===== config.mk =====
export PLATFORM = sky130hd
export DESIGN_NAME = tle_front
export DESIGN_NICKNAME = d
export VERILOG_FILES = /design/src/design/tle_pkg.sv /design/src/design/tle_front.sv
export SDC_FILE = /design/constraint.sdc
export NUM_CORES = 1
export LEC_CHECK = 0
export BUFFER_PORTS_ARGS = -buffer_cell sky130_fd_sc_hd__buf_4
export CORE_AREA = 2 2 39 41
export DETAILED_ROUTE_END_ITERATION = 8
export DIE_AREA = 0 0 41 43
export PLACE_DENSITY = 0.51
export SYNTH_ARGS = -nofsm -noshare
export SYNTH_HDL_FRONTEND = slang
export SYNTH_SLANG_ARGS = --single-unit

===== constraint.sdc =====
create_clock -name vclk -period 1.5
set_clock_uncertainty 0.15 [all_clocks]
set_input_delay 0.075 -clock vclk [all_inputs]
set_output_delay 0.075 -clock vclk [all_outputs]
set_load 0.01 [all_outputs]

===== src/design/tle_pkg.sv =====
// Shared types and constants for the terminal line editor.
`timescale 1ns / 1ps

package tle_pkg;

	// Prompt width and its value after reset
	localparam int PROMPT_W = 6;
	localparam logic [PROMPT_W-1:0] PROMPT_RESET = 6'd8;

	// Received key codes
	localparam logic [7:0] KEY_NUL    = 8'h00;
	localparam logic [7:0] KEY_CANCEL = 8'h03;
	localparam logic [7:0] KEY_BS     = 8'h08;
	localparam logic [7:0] KEY_TAB    = 8'h09;
	localparam logic [7:0] KEY_LF     = 8'h0A;
	localparam logic [7:0] KEY_CR     = 8'h0D;
	localparam logic [7:0] KEY_KILL   = 8'h15;
	localparam logic [7:0] KEY_WERASE = 8'h17;
	localparam logic [7:0] KEY_DEL    = 8'h7F;
	localparam logic [7:0] KEY_SPACE  = 8'h20;

	// Result actions
	typedef enum logic [2:0] {
		ACT_ECHO   = 3'd0,
		ACT_SPACES = 3'd1,
		ACT_ERASE  = 3'd2,
		ACT_BELL   = 3'd3,
		ACT_DONE   = 3'd4,
		ACT_CANCEL = 3'd5
	} action_t;

	// Classified key commands
	typedef enum logic [2:0] {
		CMD_CHAR,
		CMD_TAB,
		CMD_DONE,
		CMD_CANCEL,
		CMD_KILL,
		CMD_BS,
		CMD_WERASE
	} cmd_t;

	// One classified word in the command queue
	typedef struct packed {
		cmd_t       cmd;
		logic [7:0] key;
	} cmd_word_t;

	// Queue status seen by front and back
	typedef struct packed {
		logic full;
		logic not_empty;
	} queue_status_t;

	// Back-end sequencer states
	typedef enum logic {
		BK_IDLE,
		BK_WALK
	} back_state_t;

endpackage


===== src/design/tle_front.sv =====
// Front end: accepts key words, drops NUL and classifies the rest.
`timescale 1ns / 1ps

module tle_front (
	input  logic                   key_valid,
	output logic                   key_stall,
	input  logic [7:0]             key_byte,
	input  tle_pkg::queue_status_t queue_status,
	output logic                   push,
	output tle_pkg::cmd_word_t     push_word
);

	tle_pkg::cmd_t cmd;
	logic          keep;

	// Map the key byte to a command
	always_comb begin
		cmd  = tle_pkg::CMD_CHAR;
		keep = 1'b1;
		unique case (key_byte)
			tle_pkg::KEY_CR, tle_pkg::KEY_LF: cmd = tle_pkg::CMD_DONE;
			tle_pkg::KEY_CANCEL:              cmd = tle_pkg::CMD_CANCEL;
			tle_pkg::KEY_KILL:                cmd = tle_pkg::CMD_KILL;
			tle_pkg::KEY_WERASE:              cmd = tle_pkg::CMD_WERASE;
			tle_pkg::KEY_BS, tle_pkg::KEY_DEL: cmd = tle_pkg::CMD_BS;
			tle_pkg::KEY_TAB:                 cmd = tle_pkg::CMD_TAB;
			tle_pkg::KEY_NUL:                 keep = 1'b0;
			default:                          cmd = tle_pkg::CMD_CHAR;
		endcase
	end

	// Stall while the queue is full; NUL is swallowed here
	assign key_stall     = queue_status.full;
	assign push          = key_valid && !queue_status.full && keep;
	assign push_word.cmd = cmd;
	assign push_word.key = key_byte;

endmodule


==> results.json <==
{
  "ys.warnings.count": 0,
  "design.seq.count": 0,
  "yosysTopAreaCell": "buf_4",
  "p_int_mw": 0.0467,
  "wl_per_cell_um": 9.47,
  "fin_setup_tns_ps": 0,
  "antenna_found_initial": 0,
  "worstMarginPinSlew_ps": 363,
  "initial_utilization_pct": 16.6,
  "period_share_pct": 77.1,
  "dp_hpwl_um": 493,
  "final_max_slew_viol_count": 0,
  "cp_top_family": "simple AND/OR/NAND/NOR gates",
  "maxCapViolCount": 0,
  "cellPowerDensity_nw_per_um2": 246,
  "drive_above_1_share_pct": 59.1,
  "outcome": "finished clean",
  "dp.cells": 60,
  "path_class": "in2out",
  "p_switching_mw": 0.0405,
  "crit_fanout": 4,
  "seqCellArea_um2": 0,
  "fillers": 156,
  "die_h_um": 43,
  "cp_slowest_stage_delay_ps": 300,
  "dr.pass1.iters": 4,
  "critPathBufInv": 2,
  "cpMaxStageDelayCell": "nor3_2",
  "clkbuf_count": 0,
  "final_cell_count_no_fill": 60,
  "drt_iter0_markers": 1,
  "vias": 261,
  "cts_post_setup_buffers_inserted": 0,
  "max-vdd-ir-drop_mv": 0.0665,
  "synth_top_area_share_pct": 29.3,
  "io_buffers": 23,
  "area.growth.synth_to_final_pct": 54.3,
  "crit_top_cell": "buf_4",
  "vias_per_cell": 4.35,
  "grt_max_degree": 8,
  "die-area_um2": 1760,
  "hold_class": "in2out",
  "grt_pass1_vias": 186,
  "rsz0062_at_grt": "false",
  "p_leak_nw": 0.155,
  "hold_violations": 0,
  "placedInstanceArea_um2": 355,
  "critical_path_arrival_ps": 930,
  "grt_overflow": 0,
  "p_sw_share_pct": 46.4,
  "netlist_top_cells_count": "buf_4 (9), nand2b_1 (2), nand4b_1 (2), o21ai_1 (2)",
  "yosysSeqAreaShare_pct": 0,
  "relSlewSlack_pct": 75.6,
  "routed_wl_um": 568,
  "power_mw": 0.0873,
  "p_clk_share_pct": 0,
  "hold_buffers": 0,
  "crit_path_start_kind": "input pin",
  "yosys-top-cells-area": "buf_4 (29%), nor4_4 (9.2%), nand4b_1 (7.6%)",
  "syn_area_um2": 230,
  "design.core.area_um2": 1380,
  "power_frac_comb_pct": 100.0,
  "ant_nets": 0,
  "groute.usage.overall_pct": 5.89,
  "synth_fp_nets": 41,
  "fin_util_pct": 25.7,
  "rows": 14,
  "synthDistinctLibCells": 19,
  "end_kind": "output port",
  "routabilityCongestion": 0.645,
  "setup-violations-final": 0,
  "cts_resized": 0,
  "cp_data_required_time_ps": 1270,
  "design_area_um2": 355,
  "crit_chain": "buf_4 -> nor3_2 -> nand4b_1 -> o22ai_1 -> buf_4",
  "fmax_ghz": 0.864,
  "die_x_um": 41,
  "nets": 57,
  "grt_pass1_wl_um": 779,
  "seq_power_share_pct": 0,
  "num_antenna_cells": 0,
  "synthCells": 30,
  "drc_errors": 0,
  "avgSynthCellArea_um2": 7.67,
  "period_minus_slack_ps": 1160,
  "yosysMostFrequentCell": "buf_4",
  "num_io_pins": 24
}
[power by group through the flow]
stage               combinational, mW  clock, mW  sequential, mW
floorplan                      0.0454          0               0
global placement               0.0877          0               0
detailed placement             0.0884          0               0
CTS                            0.0887          0               0
global route                   0.0954          0               0
finish                         0.0873          0               0
[cell type report]
type               count  area [um^2]  area share [%]
repair buffers        23          173            48.6
multi-input cells     20          159            44.7
well taps             16         20.0            5.63
inverters              1         3.75            1.06
[path summary, 6_finish.rpt]
| kind | cells after the start | slack (ps) | from | to |
|---|---|---|---|---|
| worst max-delay path | 5 | 340 | key_byte[5] | push_word[9] |
| worst min-delay path | 2 | 180 | queue_status[1] | key_stall |
[per-stage QoR]
step / hold slack [ps] / setup WS, ps
6_report: 183 / 343
5_1_grt: 187 / 258
4_1_cts: 185 / 328
3_5_place_dp: 185 / 334
3_3_place_gp: 184 / 331
2_1_floorplan: 91.8 / 593
[placed cells by master (no fill, tap or decap)]
master     instances
a21oi_1            1
nand4b_1           2
o22ai_1            1
buf_4             23
and4bb_1           1
nor3_2             1
o21ai_1            2
nand2_1            1
inv_1              1
a2bb2oi_2          1
nand2b_1           2
nand3_1            1
xnor2_1            1
nor2_1             1
nand4_1            1
xor2_1             1
a31oi_1            1
nor4_4             1
nor4_1             1
[logic make-up after synthesis]
group           Yosys count  share of synthesized area [%]
compound gates            6                           18.5
xor+xnor                  2                           7.61
buf+inv                  10                           31.0
simple gates             12                           42.9
[per-layer routing]
metal  up-vias  part of all wire (%)  GRT usage, %
met5         -                     0             0
met4         0                     0             0
met1       108                    40          8.86
met3         0                    17         0.524
li1        134                     -             -
met2        19                    43          9.38
(Power assumes the default switching activity.)
