**config.mk**
```make
export PLATFORM = sky130hd
export DESIGN_NAME = tle_queue
export DESIGN_NICKNAME = d
export VERILOG_FILES = /design/src/design/tle_pkg.sv /design/src/design/tle_queue.sv
export SDC_FILE = /design/constraint.sdc
export NUM_CORES = 1
export LEC_CHECK = 0
export BUFFER_PORTS_ARGS = -buffer_cell sky130_fd_sc_hd__buf_2
export CAP_MARGIN = 15
export CELL_PAD_IN_SITES_DETAIL_PLACEMENT = 1
export CELL_PAD_IN_SITES_GLOBAL_PLACEMENT = 2
export CORE_MARGIN = 10
export CORE_UTILIZATION = 32
export DETAILED_ROUTE_END_ITERATION = 10
export PLACE_DENSITY_LB_ADDON = 0.1
export RECOVER_POWER = 25
export SETUP_SLACK_MARGIN = 0.1
export SLEW_MARGIN = 20
export SYNTH_ARGS = -nofsm -noshare
export SYNTH_HDL_FRONTEND = slang
export SYNTH_SLANG_ARGS = --single-unit
```
**constraint.sdc**
```tcl
create_clock -name clk -period 1.3 [get_ports clk]
set_input_delay 0.26 -clock clk [delete_from_list [all_inputs] [get_ports clk]]
set_output_delay 0.26 -clock clk [all_outputs]
set_load 0.005 [all_outputs]
```
**src/design/tle_pkg.sv**
```systemverilog
// Shared types and constants for the terminal line editor.
`timescale 1ns / 1ps

package tle_pkg;

	// Prompt width and its value after reset
	localparam int PROMPT_W = 6;
	localparam logic [PROMPT_W-1:0] PROMPT_RESET = 6'd8;

	// Received key codes
	localparam logic [7:0] KEY_NUL    = 8'h00;
	localparam logic [7:0] KEY_CANCEL = 8'h03;
	localparam logic [7:0] KEY_BS     = 8'h08;
	localparam logic [7:0] KEY_TAB    = 8'h09;
	localparam logic [7:0] KEY_LF     = 8'h0A;
	localparam logic [7:0] KEY_CR     = 8'h0D;
	localparam logic [7:0] KEY_KILL   = 8'h15;
	localparam logic [7:0] KEY_WERASE = 8'h17;
	localparam logic [7:0] KEY_DEL    = 8'h7F;
	localparam logic [7:0] KEY_SPACE  = 8'h20;

	// Result actions
	typedef enum logic [2:0] {
		ACT_ECHO   = 3'd0,
		ACT_SPACES = 3'd1,
		ACT_ERASE  = 3'd2,
		ACT_BELL   = 3'd3,
		ACT_DONE   = 3'd4,
		ACT_CANCEL = 3'd5
	} action_t;

	// Classified key commands
	typedef enum logic [2:0] {
		CMD_CHAR,
		CMD_TAB,
		CMD_DONE,
		CMD_CANCEL,
		CMD_KILL,
		CMD_BS,
		CMD_WERASE
	} cmd_t;

	// One classified word in the command queue
	typedef struct packed {
		cmd_t       cmd;
		logic [7:0] key;
	} cmd_word_t;

	// Queue status seen by front and back
	typedef struct packed {
		logic full;
		logic not_empty;
	} queue_status_t;

	// Back-end sequencer states
	typedef enum logic {
		BK_IDLE,
		BK_WALK
	} back_state_t;

endpackage

```
**src/design/tle_queue.sv**
```systemverilog
// Two-entry command queue between the front and back ends.
`timescale 1ns / 1ps

module tle_queue (
	input  logic                   clk,
	input  logic                   arst_n,
	input  logic                   push,
	input  tle_pkg::cmd_word_t     push_word,
	input  logic                   pop,
	output tle_pkg::cmd_word_t     pop_word,
	output tle_pkg::queue_status_t status
);

	tle_pkg::cmd_word_t entry_q [2];
	logic               wr_ptr_q;
	logic               rd_ptr_q;
	logic [1:0]         fill_q;

	// Store pushed words
	always_ff @(posedge clk) begin
		if (push) begin
			entry_q[wr_ptr_q] <= push_word;
		end
	end

	// Advance pointers and fill level
	always_ff @(posedge clk or negedge arst_n) begin
		if (!arst_n) begin
			wr_ptr_q <= 1'b0;
			rd_ptr_q <= 1'b0;
			fill_q   <= 2'd0;
		end else begin
			if (push) wr_ptr_q <= !wr_ptr_q;
			if (pop)  rd_ptr_q <= !rd_ptr_q;
			priority if (push && !pop) begin
				fill_q <= fill_q + 2'd1;
			end else if (pop && !push) begin
				fill_q <= fill_q - 2'd1;
			end
		end
	end

	assign pop_word         = entry_q[rd_ptr_q];
	assign status.full      = (fill_q == 2'd2);
	assign status.not_empty = (fill_q != 2'd0);

endmodule

```
==> impl_results.md <==
- Final setup violation count: 13
- Avg WL per Cell: between 10 and 15 um
- CTS Root Buffer Type: clkbuf_4
- Top cell type's share of synthesized area: about 65%
- Failing checks: setup timing
- Vias in the first global route: between 600 and 700
- Sink Count: 26
- Yosys warnings: 0
- Area Growth Syn to Fin: 39.5%
- Slew margin rel.: 90.6%
- Element type at the critical path end: primary output
- Rows: 20
- Cell variety after synth: 14
- Share of synthesized registers carrying an async set or reset: between 15 and 20%
- Syn nets: 66
- First-pass GRT wire length: 3070 um
- Num CTS Buffers: 3
- Total track usage: 6.54%
- I/O Pins: 28
- # diodes: 0
- Final nets: approximately 110
- Max Cap Violations: 0
- Clk slew on worst S/H paths: ~0.14 ns
- Hold Crit Class: in -> reg
- Via density: ~4.0
- Pin count of the biggest net entering global routing: 16
- CP max stage cell: dfrtp_1
- Worst-margin pin slew: approximately 0.14 ns
- Die extent in x: 76.5 um
- RSZ-0062 raised after global routing: true
- Core area: about 3100 um2
- Final Cycle Share: 121%
- Post-route design area: around 1400 um2
- Die ar.: between 5000 and 6000 um2
- RD Place Congestion: 0.586
- Hold slack: between 0.1 and 0.15 ns
- Critical setup path kind: reg -> out
- Combinational Power Share: around two fifths
- Share of cells above drive strength 1: between 50 and 60%
- CP Launch Point: rd_ptr_q
- Setup WS post-layout: -0.272 ns
- Sw power: 749 uW
- Top cell family by delay on the critical path: flip-flops
- Final WL: between 1500 and 2000 um
- Critical Path RT: 1.04 ns
- Die height: 76.5 um
- Register area share after synthesis: about 75%
- CP bufs+invs: 2
- Internal power: around 2.2 mW
- Hold Startpoint: push_word[6]
- Hold Vio Cnt, Final: 0
- Critical Path Source Type: flip-flop
- Sequential fraction of design power: 40.8%
- Cell Area, Placed: around 1200 um2
- Max-slew violation total from the final report: 0
- Fin crit period: around 1.6 ns
- Clock skew: approximately 0.0043 ns
- Synth top cells by count: edfxtp_1 (22), mux2_4 (9), dfrtp_1 (4), xor2_1 (4), mux2_2 (2)
- CP Max Fanout: 7
- Top cell type by total area after synthesis: edfxtp_1
- Worst R2R Start: wr_ptr_q
- Vias: roughly 540
- CTS Buffer Depth: 2
- Seq cells post-synth: 26
- Clock group share of total power: between 10% and 20%
- CTS tree: done
- Initial cell density of the core: between 30% and 40%
- H-tree lvl count: 1
- Status: complete, but fails checks
- Initial detailed-routing violation count: 9
- Switching share of total power: around a quarter
- Main synth FF type: edfxtp_1
- Cell mode on critical path: buf_6
- DRC: 0
- Top-count cell post-synth: edfxtp_1
- 1st-pass router iterations: 3
- Syn Std Cell Area: roughly 1000 um2
- Top post-synthesis cells by area: edfxtp_1 (65%), mux2_4 (13%), dfrtp_1 (9.8%)
- Later-pin clock latency in the skew report: around 0.32 ns
- P_leak: roughly 0.60 nW
- Maximum vdd drop: approximately 0.00075 V
- Post-route setup TNS: -3.01 ns
- GRT overflow: 0
- Critical Path AT: ~1.3 ns
- ANT nets after route: 0
- Fmax: approximately 640 MHz
- Synthesized area per cell: ~20 um2
- Critical Path, Cell by Cell: buf_6 > mux2_4 > buf_6
- IO buf count: 27
- Post-synth EDFFs: 22
- Power per Cell Area: roughly 2100 nW/um2
- Initial antenna violation count: 0
- Power, Total: between 2 and 3 mW
- Synth Instances: 50
- CP peak stage delay: around 0.43 ns
## cell usage in the layout (no fill, tap or decap), drive strengths merged
master	count
buf	35
edfxtp	22
mux2	11
xor2	4
dfrtp	4
clkbuf	4
and2b	1
or2	1
inv	1
and2	1
nor2b	1
xnor2	1
nor2	1
ha	1
bufinv	1
dlygate4sd3	1
## state kept, by name (all words and copies together), names as in the netlist
name and cells:
fill_q 2, entry_q 22, wr_ptr_q 1, rd_ptr_q 1
## stage by stage
step / worst slack [ns] / instances / utilization [%]
5_1_grt: -0.346 / 134 / 46.6
3_5_place_dp: 0.0713 / 126 / 40.8
4_1_cts: -0.296 / 134 / 46.6
3_3_place_gp: 0.0815 / 126 / 40.8
2_1_floorplan: 0.197 / 50 / -
6_report: -0.272 / 134 / 46.6
## repair_timing
action / 4_1_cts / 5_1_grt
pin swaps: 1 / 0
gates cloned: 0 / 0
resized for setup: 17 / 0
hold buffers: 1 / 0
hold endpoints to repair: 4 / 0
setup buffers: 3 / 0
endpoints found under the setup margin: 13 / 13
## kinds of logic (layout without fill, tap and decap cells)
kind of cell | count (synthesis) | in the layout | share of synthesized area, %
xor+xnor | 5 | 5 | 4.29
flops | 26 | 26 | 74.6
simple gates | 5 | 5 | 2.95
buf+inv | 2 | 42 | 1.47
mux | 11 | 11 | 15.5
fa+ha+maj | 1 | 1 | 1.23
## worst paths after layout
path | endpoint | slack (ns) | cells past startpoint
max reg2reg | entry_q[1][2] | 0.25 | 2
max | pop_word[8] | -0.27 | 3
min | entry_q[0][6] | 0.12 | 1
min in group asynchronous | wr_ptr_q | 0.26 | 2
min reg2reg | wr_ptr_q | 0.52 | 1
max in group asynchronous | fill_q[1] | 0.92 | 2
## power groups by stage
stage | sequential, mW | combinational (mW) | clock (mW)
floorplan | 1.22 | 0.538 | 0
global placement | 1.22 | 0.885 | 0
detailed placement | 1.23 | 0.896 | 0
CTS | 1.22 | 1.24 | 0.563
global route | 1.24 | 1.31 | 0.610
finish | 1.21 | 1.21 | 0.547
## metal layers
| metal | GRT usage [%] | vias to the layer above | share of wire [%] | wire (um) |
|---|---|---|---|---|
| met3 | 3.07 | 2 | 6.4 | 122 |
| met2 | 11.1 | 15 | 52 | 991 |
| met4 | 2.23 | 0 | 0.47 | 9 |
| li1 | - | 263 | - | - |
| met1 | 6.93 | 258 | 41 | 777 |
| met5 | 0 | - | 0 | 0 |
## final cells by class
cell class                 count  area, um2
inverter                       1       3.75
timing repair buffer          37        294
fill                         319       1630
tap                           44       55.1
multi-input combinational     22        256
sequential                    26        761
clock inverter                 1       30.0
clock buffer                   3       22.5
(Power assumes the default switching activity.)
